<file path="config.mk">
export PLATFORM = sky130hd
export DESIGN_NAME = irq_table_locator_scan_core
export DESIGN_NICKNAME = d
export VERILOG_FILES = /design/src/design/itl_pkg.sv /design/src/design/itl_window_cell.sv /design/src/design/itl_ctrl.sv /design/src/design/irq_table_locator_scan_core.sv
export SDC_FILE = /design/constraint.sdc
export NUM_CORES = 1
export LEC_CHECK = 0
export BUFFER_PORTS_ARGS = -buffer_cell sky130_fd_sc_hd__buf_2
export CAP_MARGIN = 10
export CORE_AREA = 2 2 171 173
export DETAILED_ROUTE_END_ITERATION = 6
export DIE_AREA = 0 0 173 175
export PLACE_DENSITY = 0.73
export SETUP_SLACK_MARGIN = 0.4
export SLEW_MARGIN = 20
export SYNTH_ARGS = -nofsm -noshare
export SYNTH_HDL_FRONTEND = slang
export SYNTH_SLANG_ARGS = --single-unit
</file>
<file path="constraint.sdc">
create_clock -name clk -period 4.9 [get_ports clk]
set_clock_uncertainty 0.2 [all_clocks]
set_input_delay 0.98 -clock clk [delete_from_list [all_inputs] [get_ports clk]]
set_output_delay 0.98 -clock clk [all_outputs]
set_load 0.03 [all_outputs]
</file>
<file path="src/design/itl_pkg.sv">
// Package for the interrupt-table locator scan.
// Holds the payload structs, the scan phase and status codes, and the signature words.
// Has no dependencies; used by itl_ctrl, the top level and the testbench.
package itl_pkg;

    // Input beat: one image word and its end-of-image mark
    typedef struct packed {
        logic [31:0] image_word;
        logic        last_word;
    } itl_in_t;

    // Output beat: scan status and located table address
    typedef struct packed {
        logic [1:0]  status;
        logic [31:0] table_address;
    } itl_out_t;

    // Status codes carried in itl_out_t.status
    typedef enum logic [1:0] {
        ST_FOUND     = 2'd0,
        ST_NO_START  = 2'd1,
        ST_NO_END    = 2'd2,
        ST_TRUNCATED = 2'd3
    } itl_status_t;

    // Scan phase
    typedef enum logic [1:0] {
        PH_START      = 2'd0,
        PH_END_SEARCH = 2'd1,
        PH_TABLE      = 2'd2,
        PH_RETURN     = 2'd3
    } itl_phase_t;

    // Compare flags from the window cells, bit j from cell j (cell 0 holds the newest word)
    typedef struct packed {
        logic [3:0] start_prev;
        logic [2:0] end_prev;
    } itl_hits_t;

    // Window control from the controller
    typedef struct packed {
        logic shift;
        logic clear;
    } itl_shift_t;

    // Start signature, oldest word first
    localparam logic [31:0] START_PAT [0:4] = '{
        32'he92d4000, 32'he3a0c301, 32'he28cce21, 32'he51c1008, 32'he3510000
    };

    // End signature, oldest word first
    localparam logic [31:0] END_PAT [0:3] = '{
        32'he59f1008, 32'he7910100, 32'he59fe004, 32'he12fff10
    };

endpackage

</file>
<file path="src/design/itl_window_cell.sv">
// One cell of the word window: holds an earlier image word and compares it
// against its start and end signature words. Depends on nothing but its ports.
module itl_window_cell (
    input  logic        clk,
    input  logic        rst_n,
    input  logic        shift,
    input  logic        clear,
    input  logic [31:0] word_in,
    input  logic [31:0] start_pat,
    input  logic [31:0] end_pat,
    output logic [31:0] word_out,
    output logic        start_hit,
    output logic        end_hit
);

    logic [31:0] word_reg;
    logic [31:0] word_next;

    // New scan empties the window
    assign word_next = clear ? '0 : word_in;

    always_ff @(posedge clk or negedge rst_n)
    begin
        if (!rst_n)
        begin
            word_reg <= '0;
        end
        else if (shift)
        begin
            word_reg <= word_next;
        end
    end

    // Signature compares on the held word
    assign word_out  = word_reg;
    assign start_hit = (word_reg == start_pat);
    assign end_hit   = (word_reg == end_pat);

endmodule

</file>
<file path="src/design/itl_ctrl.sv">
// Scan controller: phase machine, position and window counters, address arithmetic,
// base register and output register. Depends on itl_pkg and the window cell flags.
module itl_ctrl #(
    parameter int END_WINDOW = 50,
    parameter int MAX_WORDS  = 65536
) (
    input  logic               clk,
    input  logic               rst_n,
    input  logic               in_valid,
    output logic               in_ready,
    input  itl_pkg::itl_in_t   in_data,
    output logic               out_valid,
    input  logic               out_ready,
    output itl_pkg::itl_out_t  out_data,
    input  logic               cfg_write,
    input  logic [31:0]        cfg_data,
    input  itl_pkg::itl_hits_t hits,
    output itl_pkg::itl_shift_t win_ctl
);

    localparam int POS_W = $clog2(MAX_WORDS);
    localparam int OFF_W = $clog2(END_WINDOW);
    localparam logic [POS_W-1:0] POS_LAST      = POS_W'(MAX_WORDS - 1);
    localparam logic [POS_W-1:0] POS_START_MIN = POS_W'(4);
    localparam logic [OFF_W-1:0] OFF_FIRST     = OFF_W'(2);
    localparam logic [OFF_W-1:0] OFF_LAST      = OFF_W'(END_WINDOW - 1);

    itl_pkg::itl_phase_t phase_reg, phase_next;
    logic [POS_W-1:0]    pos_reg;
    logic [OFF_W-1:0]    off_reg, off_next;
    logic [31:0]         anchor_reg, anchor_next;
    logic [31:0]         table_reg, table_next;
    logic                given_reg;
    logic [31:0]         base_reg;
    logic                out_valid_reg;
    itl_pkg::itl_out_t   out_data_reg;

    logic                accept;
    logic [31:0]         w;
    logic                last_eff;
    logic                start_match;
    logic                end_match;
    logic                emit;
    itl_pkg::itl_status_t status;
    logic [31:0]         addr;

    // Handshake: take a beat whenever the output register is free or draining
    assign in_ready  = ~out_valid_reg | out_ready;
    assign accept    = in_valid & in_ready;
    assign out_valid = out_valid_reg;
    assign out_data  = out_data_reg;

    assign w        = in_data.image_word;
    assign last_eff = in_data.last_word | (pos_reg >= POS_LAST);

    // Signature detection: window cells plus the word in flight
    assign start_match = (&hits.start_prev) && (w == itl_pkg::START_PAT[4])
                         && (pos_reg >= POS_START_MIN);
    assign end_match   = (&hits.end_prev) && (w == itl_pkg::END_PAT[3]);

    assign win_ctl.shift = accept;
    assign win_ctl.clear = last_eff;

    // Next state
    always_comb
    begin
        phase_next  = phase_reg;
        off_next    = off_reg;
        anchor_next = anchor_reg;
        table_next  = table_reg;
        if (!given_reg)
        begin
            case (phase_reg)
                itl_pkg::PH_START:
                begin
                    if (start_match)
                    begin
                        phase_next = itl_pkg::PH_END_SEARCH;
                        off_next   = OFF_FIRST;
                    end
                end
                itl_pkg::PH_END_SEARCH:
                begin
                    if (end_match)
                    begin
                        phase_next  = itl_pkg::PH_TABLE;
                        // first end word sits at pos-3; table lies 6 words on
                        anchor_next = base_reg + ((32'(pos_reg) + 32'd3) << 2);
                    end
                    else if (off_reg < OFF_LAST)
                    begin
                        off_next = off_reg + OFF_W'(1);
                    end
                end
                itl_pkg::PH_TABLE:
                begin
                    table_next = w;
                    phase_next = itl_pkg::PH_RETURN;
                end
                default:
                begin
                    phase_next = phase_reg;
                end
            endcase
        end
    end

    // Result for the current beat
    always_comb
    begin
        emit   = 1'b0;
        status = itl_pkg::ST_FOUND;
        addr   = '0;
        if (!given_reg)
        begin
            case (phase_reg)
                itl_pkg::PH_END_SEARCH:
                begin
                    if (!end_match && (off_reg >= OFF_LAST))
                    begin
                        emit   = 1'b1;
                        status = itl_pkg::ST_NO_END;
                    end
                end
                itl_pkg::PH_RETURN:
                begin
                    emit   = 1'b1;
                    status = itl_pkg::ST_FOUND;
                    addr   = anchor_reg + ((table_reg - w) & ~32'd3);
                end
                default:
                begin
                    emit = 1'b0;
                end
            endcase
            // image ran out before a decision
            if (!emit && last_eff)
            begin
                emit   = 1'b1;
                status = (phase_next == itl_pkg::PH_START) ? itl_pkg::ST_NO_START
                                                          : itl_pkg::ST_TRUNCATED;
            end
        end
    end

    // Control state
    always_ff @(posedge clk or negedge rst_n)
    begin
        if (!rst_n)
        begin
            phase_reg <= itl_pkg::PH_START;
            pos_reg   <= '0;
            off_reg   <= '0;
            given_reg <= 1'b0;
        end
        else if (accept)
        begin
            if (last_eff)
            begin
                phase_reg <= itl_pkg::PH_START;
                pos_reg   <= '0;
                off_reg   <= '0;
                given_reg <= 1'b0;
            end
            else
            begin
                phase_reg <= phase_next;
                pos_reg   <= pos_reg + POS_W'(1);
                off_reg   <= off_next;
                given_reg <= given_reg | emit;
            end
        end
    end

    // Captured addresses
    always_ff @(posedge clk)
    begin
        if (accept)
        begin
            anchor_reg <= anchor_next;
            table_reg  <= table_next;
        end
    end

    // Base address register
    always_ff @(posedge clk or negedge rst_n)
    begin
        if (!rst_n)
        begin
            base_reg <= '0;
        end
        else if (cfg_write)
        begin
            base_reg <= cfg_data;
        end
    end

    // Output register
    always_ff @(posedge clk or negedge rst_n)
    begin
        if (!rst_n)
        begin
            out_valid_reg <= 1'b0;
        end
        else if (accept && emit)
        begin
            out_valid_reg <= 1'b1;
        end
        else if (out_ready)
        begin
            out_valid_reg <= 1'b0;
        end
    end

    always_ff @(posedge clk)
    begin
        if (accept && emit)
        begin
            out_data_reg.status        <= status;
            out_data_reg.table_address <= addr;
        end
    end

`ifndef SYNTHESIS
    a_one_result: assert property (@(posedge clk) disable iff (!rst_n)
        (accept && given_reg) |-> !emit)
        else $error("second result in one scan");

    a_last_answers: assert property (@(posedge clk) disable iff (!rst_n)
        (accept && last_eff && !given_reg) |-> emit)
        else $error("scan ended without a result");

    a_phase_pos: assert property (@(posedge clk) disable iff (!rst_n)
        (phase_reg != itl_pkg::PH_START) |-> (pos_reg > POS_START_MIN))
        else $error("end search entered before a full start signature");

    a_off_range: assert property (@(posedge clk) disable iff (!rst_n)
        (phase_reg == itl_pkg::PH_END_SEARCH) |-> (off_reg >= OFF_FIRST && off_reg <= OFF_LAST))
        else $error("end window offset out of range");

    a_found_src: assert property (@(posedge clk) disable iff (!rst_n)
        (accept && emit && status == itl_pkg::ST_FOUND) |-> (phase_reg == itl_pkg::PH_RETURN))
        else $error("found reported outside return capture");
`endif

endmodule

</file>
<file path="src/design/irq_table_locator_scan_core.sv">
// Top level of the interrupt-table locator scan: a chain of four window cells
// and the scan controller. Depends on itl_pkg, itl_window_cell and itl_ctrl.
//
//  channel  | signals                        | beat
//  ---------+--------------------------------+-------------------------------
//  input    | in_valid, in_ready, in_data    | one image word, last_word flag
//  output   | out_valid, out_ready, out_data | status and table address
//  config   | cfg_write, cfg_data            | base address write
//
// One image word per cycle while in_ready is high; the result of a beat is registered and
// shows in the cycle after the deciding word. in_ready falls only while a result waits and
// out_ready is low, the single output register being the only buffer.
// Reset clears the window, the phase, counters and the base address.
// A word after last_word, or after MAX_WORDS words, starts a fresh scan.
module irq_table_locator_scan_core #(
    parameter int END_WINDOW = 50,
    parameter int MAX_WORDS  = 65536
) (
    input  logic              clk,
    input  logic              rst_n,
    input  logic              in_valid,
    output logic              in_ready,
    input  itl_pkg::itl_in_t  in_data,
    output logic              out_valid,
    input  logic              out_ready,
    output itl_pkg::itl_out_t out_data,
    input  logic              cfg_write,
    input  logic [31:0]       cfg_data
);

    itl_pkg::itl_hits_t  hits;
    itl_pkg::itl_shift_t win_ctl;
    logic [31:0]         chain [0:4];

    assign chain[0] = in_data.image_word;

    // Window chain: cell 0 holds the previous word, cell 3 the oldest
    for (genvar j = 0; j < 4; j++)
    begin : g_cell
        if (j < 3)
        begin : g_full
            itl_window_cell u_cell (
                .clk       (clk),
                .rst_n     (rst_n),
                .shift     (win_ctl.shift),
                .clear     (win_ctl.clear),
                .word_in   (chain[j]),
                .start_pat (itl_pkg::START_PAT[3-j]),
                .end_pat   (itl_pkg::END_PAT[2-j]),
                .word_out  (chain[j+1]),
                .start_hit (hits.start_prev[j]),
                .end_hit   (hits.end_prev[j])
            );
        end
        else
        begin : g_oldest
            // oldest word only takes part in the start signature
            itl_window_cell u_cell (
                .clk       (clk),
                .rst_n     (rst_n),
                .shift     (win_ctl.shift),
                .clear     (win_ctl.clear),
                .word_in   (chain[j]),
                .start_pat (itl_pkg::START_PAT[3-j]),
                .end_pat   (itl_pkg::END_PAT[0]),
                .word_out  (chain[j+1]),
                .start_hit (hits.start_prev[j]),
                .end_hit   ()
            );
        end
    end

    // Scan controller
    itl_ctrl #(
        .END_WINDOW (END_WINDOW),
        .MAX_WORDS  (MAX_WORDS)
    ) u_ctrl (
        .clk       (clk),
        .rst_n     (rst_n),
        .in_valid  (in_valid),
        .in_ready  (in_ready),
        .in_data   (in_data),
        .out_valid (out_valid),
        .out_ready (out_ready),
        .out_data  (out_data),
        .cfg_write (cfg_write),
        .cfg_data  (cfg_data),
        .hits      (hits),
        .win_ctl   (win_ctl)
    );

endmodule

</file>
Word-level counts from Yosys, hierarchy flattened
Cells that the tools add are included.
Operators by class
  $add $sub $neg: 6
  $lt $le $gt $ge: 4
  eq/ne operators: 16
  mux-type cells: 28
  bitwise gates (word level): 7
  reductions and logical operators: 18
Operator list (count)
  $eq 32x32->1 const B: 9
  $mux 32: 4
  $add 32x32->32: 2
  $sub 32x32->32: 1
  $mux 6: 5
  $add 16x2->17 const B: 1
  $add 16x1->16 const B: 1
  $ge 16x16->1 const B: 1
  $ge 16x3->1 const B: 1
  $mux 16: 1
  $mux 2: 8
  $pmux 6 s2: 1
  $reduce_and 4->1: 2
  $mux 1: 7
  $add 6x1->6 const B: 1
  $ge 6x6->1 const B: 1
  $logic_and 1x1->1: 6
  $lt 6x6->1 const B: 1
  $ne 3x2->1 const B: 2
  $pmux 2 s3: 1
  $reduce_and 3->1: 2
  $reduce_and 6->1: 1
  $eq 2x2->1 const B: 2
  $logic_not 2->1: 2
  other kinds (11): 16
Word-level totals
  register bits: 284
  input bits: 70
  logic and storage cells: 93

Depth between registers and ports, before layout
Gate-level depths: netlist (run 1).
  depth in word-level cells: 14
  mapped depth: 21
  gate-level depth less buffers: 21

Cells and area by module
From an unflattened synthesis (run 1), not the netlist that was laid out.
Unflattened totals
  cells, all modules: 1843
  area total of the unflattened synthesis: 18027.3 µm²
By module, submodules not included
  itl_ctrl: times used 1, cells each 945, area an instance 9791.9 µm²
  itl_window_cell: times used 4, cells each 224, area an instance 2057.0 µm²
  irq_table_locator_scan_core: times used 1, cells each 2, area an instance 7.5 µm²

Least setup slack after synthesis (run 1)
OpenSTA, ideal clock, no wires.
  kind: in2reg
  from: input port out_ready
  to: register u_ctrl.anchor_reg[0], enable pin
  setup time: 0.513 ns
  data arrival time: 5.182 ns
  required time: 4.187 ns
  slack: -0.995 ns
  cell stages on the path: 4
  cells stage by stage: nand2b_1 nand2_1 nor2_1 nor4b_1
On the way
  longest elaborated chain between the ends: 3
RTL lines
  from (decl): line irq_table_locator_scan_core.sv:25  | input logic out_ready,
  $or 1x1->1: line itl_ctrl.sv:48  | assign in_ready = ~out_valid_reg | out_ready;
  $and 1x1->1: line itl_ctrl.sv:49  | assign accept = in_valid & in_ready;
  $reduce_and 4->1 (no line)
  to (signal assigned): line itl_ctrl.sv:180  | anchor_reg <= anchor_next;
  to (decl): line itl_ctrl.sv:31  | logic [31:0] anchor_reg, anchor_next;
No other way between the ends.
A chain may end at the register's enable or synchronous reset.

Worst setup path in the final report (run 1)
  from: input port in_data[3] (netlist bit)
  to: register u_ctrl.out_data_reg, in the netlist u_ctrl.out_data[28] (data pin)
On the way
  longest elaborated chain between the ends: 2
RTL lines
  from (decl): line irq_table_locator_scan_core.sv:23  | input itl_pkg::itl_in_t in_data,
  $sub 32x32->32: line itl_ctrl.sv:129  | addr = anchor_reg + ((table_reg - w) & ~32'd3);
  $add 32x32->32: line itl_ctrl.sv:129
  to (decl): line itl_ctrl.sv:36  | itl_pkg::itl_out_t out_data_reg;
No other way between the ends.

==> summary.txt, run 1 <==
Status
  – Outcome: complete, no violations

Die
  – Die Width: 173 microns
  – Die area: 30300 sq um
  – I/O pins: approximately 110
  – Die Y: roughly 180 microns
  – Initial Util: 54.2%
  – CORE AREA: roughly 28000 sq um
  – Num rows: 62

Timing
  – Final hold viol count: 0
  – Fmax: 226 MHz
  – Slew headroom: 36.1%
  – Final Setup Violations: 0
  – RSZ-0062 raised after global routing: yes
  – Post-route minimum period: about 4.4 ns
  – Worst-Margin Slew: 0.955 ns
  – Fin. max-slew vios: 0
  – Fin crit share: 90.2%

Global route
  – Vias in the first global route: between 10000 and 15000
  – Gr usage total: 25.7%
  – Largest net degree at the start of global routing: between 100 and 150
  – Initial antenna violation count: 1
  – GR Overflow Total: 0
  – First-pass GRT wire length: between 60 and 70 mm

Drt
  – Vias: 12400
  – 1st-pass router iterations: 5
  – DRC viols: 0
  – Wire per inst: between 15 and 20 microns
  – DRT iter0 DRCs: around 1400
  – Vias/cell: between 5 and 6
  – Drt total wl: between 30 and 40 mm
  – Routed Antenna Nets: 0

Layout
  – Largest register FFs: 96
  – Final core utilization: approximately two thirds
  – Nets: roughly 1900
  – Design Area, Final: approximately 19000 sq um
  – Area Overhead vs Synth: 20.5%
  – Layout cells sized above 1: between 20% and 30%

Yosys
  – Yosys reg bits: between 200 and 300
  – Ys async rst share: between 60% and 70%
  – Post-synth EDFFs: 98
  – Post-Synth XOR/XNOR Area: 5.44%
  – Seq/Total Area, Yosys: 49.4%
  – Largest family of logic cells by synthesized area: simple AND/OR/NAND/NOR gates
  – Commonest cells post-synth: 285 x nand2_1, 186 x dfrtp_1, 126 x o21ai_0
  – Syn Area/Cell: approximately 10 sq um
  – Simple-gate share of the synthesized area: between 15 and 20%
  – Syn Nets: about 1700
  – Compound-gate portion of the synthesized area: 14.4%
  – Post-synth cell types: just under 80
  – Synth Area in Adders: under 10%
  – Post-synth top flop: dfrtp_1
  – Post-Syn Area: between 15000 and 20000 sq um
  – Yosys warns: 0
  – Count leader, synth: nand2_1
  – Area leader, netlist: dfrtp_1
  – Cell count after synthesis: 1545
  – Post-synth top area share: a little under a third
  – Post-synthesis mux area share: under 10%
  – Area contributors post-synth: dfrtp_1 30%, edfxtp_1 19%, ha_1 7.1%

Placement
  – Placed inst area: between 15000 and 20000 sq um
  – Port Buf Inserts: 105
  – Dpl hpwl: 28.7 mm
  – Placer Congestion: ~0.91

CTS
  – Root buf cell: clkbuf_16
  – CTS sink count: between 200 and 300
  – TritonCTS clock tree: yes
  – Cts bufs inserted: 31
  – CTS max path bufs: 3
  – Cts hold-fix bufs: 0
  – Clock transition at path regs: approximately 0.060 ns
  – H-tree depth: 1
  – Worst skew pair latency: 0.57 ns

Power
  – Leakage: 7.96 nW
  – P_int: roughly 0.0043 W
  – Sequential Power Share: roughly 46%
  – Max IR drop VDD: between 0.2 and 0.3 mV
  – Switching power: between 0.0015 and 0.002 W
  – Logic gate share of total power: between 10% and 20%
  – Net Sw Frac: a little over a quarter
  – Power Density: about 320 nW/um^2
  – Power share of the clock group: 38.6%

Setup path
  – Reg-to-reg setup timing slack: about 0.57 ns
  – Worst reg2reg path endpoint: u_ctrl.out_data[28]$_SDFFCE_PP0P_
  – Data arrival time of the worst path: around 4.5 ns
  – Reg2Reg Launch Point: u_ctrl.table_reg[2]$_DFFE_PP_
  – CP Data Required Time: 5.02 ns
  – Critical path class: in2reg
  – Crit Path Max Fanout: 4
  – Crit path capture type: flip-flop
  – Depth of the worst register-to-register path: 18
  – Startpoint types: input port

Run
  – Max Cap Viol: 0

Hold path
  – Type of the tightest min-delay check: in2async
layer usage:
| layer | track usage, % | part of all wire [%] | vias up |
|---|---|---|---|
| met5 | 0 | 0 | - |
| met4 | 6.71 | 2.7 | 0 |
| met3 | 3.96 | 6.2 | 73 |
| met2 | 41.4 | 46 | 378 |
| met1 | 36.6 | 45 | 6032 |
| li1 | - | - | 5949 |
per-stage QoR:
step / setup WS (ns) / hold slack (ns) / cells / power [W] / setup TNS [ns]
after floorplan: 0.166 / 0.221 / 1545 / 0.00327 / 0
after global placement: -0.244 / 0.231 / 2087 / 0.00360 / -1.36
after detailed placement: -0.321 / 0.240 / 2087 / 0.00362 / -1.74
after CTS: 0.430 / 0.246 / 2147 / 0.00590 / 0
after global routing: 0.322 / 0.143 / 2156 / 0.00615 / 0
final: 0.481 / 0.118 / 2156 / 0.00591 / 0
logic make-up after synthesis:
group	after synthesis
flip-flops	284
AND/OR/NAND/NOR	577
adder cells (fa/ha/maj)	89
multiplexers	34
AO/OA/AOI/OAI	352
buffers and inverters	115
XOR/XNOR	94
critical path, cell delays in order:
cell       delay, ns
buf_12          0.11
inv_12          0.04
ha_4            0.19
a21o_1          0.17
a31o_4          0.24
and2_2          0.20
o21a_1          0.18
or2_4           0.24
a21oi_2         0.13
xnor2_1         0.12
ha_1            0.28
o21ai_2         0.09
nor2_2          0.07
o41a_1          0.38
a21o_1          0.24
a21oi_2         0.21
o21ai_4         0.10
a31oi_4         0.26
a2111oi_4       0.10
o21bai_1        0.19
placed cells by master, fill, tap and decap left out, types with 8 or more instances in the layout:
cell,Yosys,final
xor2_1,33,33
buf_4,0,125
nor4_1,15,15
nand2_1,285,283
nor4bb_1,11,11
nand4_1,19,19
dfrtp_1,186,186
a21o_1,20,20
xnor2_1,60,59
buf_2,4,102
nor4b_1,17,16
and3_1,14,14
inv_1,51,47
a21oi_2,1,13
ha_1,87,80
o31ai_1,34,34
o21ai_0,126,122
nor2b_1,12,12
clkbuf_8,0,8
o21ai_1,18,17
a21oi_1,64,52
edfxtp_1,98,98
o21a_1,13,13
nor2_1,95,91
nand3_1,26,25
clkbuf_16,0,33
nor3_1,18,17
mux2_2,31,31
worst max path at each step:
stage,start,end,slack (ns),cells after the start
after floorplan,in_data[3],u_ctrl.out_data[28]$_SDFFCE_PP0P_,0.17,21
after global placement,in_data[3],u_ctrl.out_data[28]$_SDFFCE_PP0P_,-0.24,20
after detailed placement,in_data[3],u_ctrl.out_data[28]$_SDFFCE_PP0P_,-0.32,20
after CTS,in_data[7],u_ctrl.out_data[25]$_SDFFCE_PP0P_,0.43,21
after global routing,in_data[3],u_ctrl.out_data[25]$_SDFFCE_PP0P_,0.32,22
final,in_data[3],u_ctrl.out_data[28]$_SDFFCE_PP0P_,0.48,20
power groups by stage:
stage	registers, W	clock network [W]	logic [W]
finish	0.00270	0.00228	0.000931
global route	0.00272	0.00240	0.00103
CTS	0.00270	0.00231	0.000890
detailed placement	0.00274	0	0.000874
global placement	0.00274	0	0.000859
floorplan	0.00272	0	0.000554
final cells by class:
| class | instances | area (sq um) |
|---|---|---|
| repair buffers | 232 | 1560 |
| flip-flops and latches | 284 | 7600 |
| diodes | 1 | 2.50 |
| clock buffers | 45 | 945 |
| inverters | 52 | 208 |
| multi-input cells | 1146 | 7670 |
| well taps | 384 | 480 |
| clock inverters | 12 | 66.3 |
| fillers | 2330 | 9870 |
timing repair:
| action | CTS | global route |
|---|---|---|
| gates resized for setup | 13 | 41 |
| buffers inserted | 3 | 6 |
| endpoints found under the setup margin | 6 | 17 |
| pin swaps | 15 | 36 |
Power figures use the tool's default switching activity.
==> inputs of run 2 (changes only) <==
==> constraint.sdc (replaced) <==
create_clock -name clk -period 3.8 [get_ports clk]
set_clock_uncertainty 0.2 [all_clocks]
set_input_delay 0.76 -clock clk [delete_from_list [all_inputs] [get_ports clk]]
set_output_delay 0.76 -clock clk [all_outputs]
set_load 0.03 [all_outputs]
==> summary.txt, run 2 (synthesized netlist as in run 1, its figures left out) <==
Timing
  – Slew headroom: 49.7% (+14 points)
  – Post-route minimum period: between 4 and 5 ns
  – Final hold viol count: 0 (unchanged)
  – Final Setup Violations: 23 (+23)
  – Fin. max-slew vios: 0 (unchanged)
  – RSZ-0062 raised after global routing: yes
  – Worst setup margin: -0.679 ns (-1.16 ns)
  – Post-Route Setup TNS: -9.18 ns (-9.18 ns)
  – Fmax: around 220 MHz
  – Fin crit share: 118%
  – Worst-Margin Slew: 0.754 ns (-0.201 ns)

Layout
  – Layout fillers: 2074 (-11%)
  – Sequential cell area: 7600 sq um (about the same)
  – Area Overhead vs Synth: 29.6%
  – Nets: 2029 (+6.5%)
  – Largest register FFs: 96 (unchanged)
  – Most common cell after layout, fill and taps aside: nand2_1
  – Post-Layout Cell Count: 2274 (+5.5%)
  – Most frequent cells in the layout: 282 x nand2_1, 226 x buf_4, 185 x dfrtp_1
  – Layout cells sized above 1: 29.4% (+7.5 points)
  – Ant. Diodes: 0 (-1)
  – Multi-input gate area: 8060 sq um (+5.1%)

CTS
  – Worst skew pair latency: 0.57 ns (about the same)
  – Root buf cell: clkbuf_16
  – CTS max path bufs: 3 (unchanged)
  – H-tree depth: 1 (unchanged)
  – CTS sink count: 284 (unchanged)
  – Clock transition at path regs: 0.06 ns (about the same)
  – Cts bufs inserted: 30 (-3.2%)
  – Cts hold-fix bufs: 0 (unchanged)
  – TritonCTS clock tree: yes

Die
  – CORE AREA: 28400 sq um (unchanged)
  – Initial Util: 54.2% (unchanged)
  – Die Width: 173 microns (unchanged)
  – Die area: 30300 sq um (unchanged)
  – Die Y: 175 microns (unchanged)
  – I/O pins: 106 (unchanged)
  – Num rows: 62 (unchanged)

Global route
  – GR Overflow Total: 0 (unchanged)
  – Vias in the first global route: 12700 (+7.2%)
  – Initial antenna violation count: 1 (unchanged)
  – Largest net degree at the start of global routing: 160 (+32%)
  – First-pass GRT wire length: 65.9 mm (+5.1%)
  – Gr usage total: 27.1% (+1.4 points)

Drt
  – Vias: 13200 (+5.8%)
  – Wire per inst: 18.9 microns (+2.8%)
  – 1st-pass router iterations: 5 (unchanged)
  – DRC viols: 0 (unchanged)
  – Routed Antenna Nets: 0 (unchanged)
  – Vias/cell: 5.78 (+0.32%)
  – Drt total wl: 42.9 mm (+8.5%)
  – DRT iter0 DRCs: 1047 (-23%)

Placement
  – Placer Congestion: 0.966 (+5.6%)
  – Dpl hpwl: 30.2 mm (+5.4%)
  – DP Cell Count: 2173 (+4.1%)
  – Port Buf Inserts: 105 (unchanged)

Setup path
  – CP Data Required Time: 3.89 ns (-1.13 ns)
  – Startpoint types: flip-flop
  – Slowest cell on the critical path: edfxtp_1
  – Crit Path Max Fanout: 4 (unchanged)
  – Crit path capture type: flip-flop
  – Slowest cell delay on critical path: 0.41 ns (+0.03 ns)
  – Crit path cell chain: ha_4 -> a21o_1 -> a31o_4 -> a211oi_4 -> o21ai_2 -> a21oi_2 -> nor2b_1 -> o21a_1 -> nor2_2 -> xnor2_1 -> ha_1 -> buf_4 -> a21oi_2 -> o21ai_2 -> o2bb2ai_2 -> a211oi_4 -> a21oi_2 -> a31oi_4 -> nand2b_1 -> mux2i_1 -> o21ai_1
  – Buf/Inv on CP: 1 (-1)
  – Data arrival time of the worst path: 4.57 ns (+0.03 ns)
  – Most used cell along the critical path: a21oi_2
  – Critical path class: reg2reg
  – Cell family with most CP delay: compound AO/OA/AOI/OAI gates

Status
  – Outcome: complete, but fails checks
  – Violated checks: negative setup slack

Power
  – Max IR drop VDD: 0.446 mV (+52%)
  – Total Power: 0.00794 W (+34%)
  – Power Density: 399 nW/um^2 (+25%)
  – Leakage: 8.70 nW (+9.2%)

Run
  – Max Cap Viol: 0 (unchanged)

Hold path
  – Type of the tightest min-delay check: in2async
-- run 2: cell types whose count changed in the layout (fill, tap and decap cells not counted), moves of 7 or more --
cell,before,now
nor2_4,1,8
o21ai_0,122,115
buf_4,125,226
xor2_1,33,25
xor2_2,0,8
xnor2_1,59,52
nor2_1,91,81
buf_6,0,21
-- run 2: metal layers --
layer | up-vias | wire, microns | GRT usage, %
met5 | - | 13 | 0
met4 | 2 | 1550 | 9.46
met3 | 100 | 2990 | 4.46
met2 | 444 | 20000 | 43.7
met1 | 6413 | 18400 | 37.3
li1 | 6196 | - | -
-- run 2: repair_timing --
item | CTS | global route
gates resized for setup | 46 | 91
setup endpoints to repair | 38 | 40
pin swaps | 42 | 54
buffers inserted | 28 | 21
-- run 2: worst register-to-register path, delay by kind of cell (launching register included) --
kind / cells / cell delay [ns]
adder cells (fa/ha/maj): 2 / 0.55
AO/OA/AOI/OAI: 13 / 2.20
AND/OR/NAND/NOR: 3 / 0.36
multiplexers: 1 / 0.17
flip-flops: 1 / 0.41
buffers and inverters: 1 / 0.17
XOR/XNOR: 1 / 0.15
-- run 2: final cells by class --
cell class              instances  area share, %
multi-input cells            1146           40.4
flip-flops and latches        284           38.1
repair buffers                356           12.9
clock buffers                  39           4.19
well taps                     384           2.41
inverters                      52           1.04
clock inverters                13          0.948
-- run 2: path summary, 6_finish.rpt --
kind | from | to | slack (ns) | cells past startpoint
worst max-delay path | u_ctrl.table_reg[2]$_DFFE_PP_ | u_ctrl.out_data[25]$_SDFFCE_PP0P_ | -0.68 | 21
worst min-delay path | rst_n | g_cell[0].g_full.u_cell.word_out[18]$_DFFE_PN0P_ | 0.06 | 1
worst max register to register | u_ctrl.table_reg[2]$_DFFE_PP_ | u_ctrl.out_data[25]$_SDFFCE_PP0P_ | -0.68 | 21
worst min register to register | u_ctrl.base_reg[0]$_DFFE_PN0P_ | u_ctrl.anchor_reg[0]$_DFFE_PP_ | 0.24 | 0
max in group asynchronous | rst_n | u_ctrl.pos_reg[8]$_DFFE_PN0P_ | 2.53 | 2
min in group clk | in_data[6] | u_ctrl.table_reg[5]$_DFFE_PP_ | 0.21 | 1
-- run 2: where the power goes --
group	internal (W)	leakage, nW	switching [W]
combinational	0.000661	4.82	0.000758
clock	0.00181	0.498	0.00123
sequential	0.00333	3.38	0.000150
-- run 2: metrics by stage --
step	worst slack, ns	hold WS (ns)	cell area (sq um)	util [%]
after floorplan	-0.712	0.221	15500	-
after global placement	-1.12	0.230	17900	63.0
after detailed placement	-1.22	0.233	17900	63.0
after CTS	-0.480	0.0783	19300	68.0
after global routing	-0.848	0.111	19900	70.2
final	-0.679	0.0589	19900	70.2
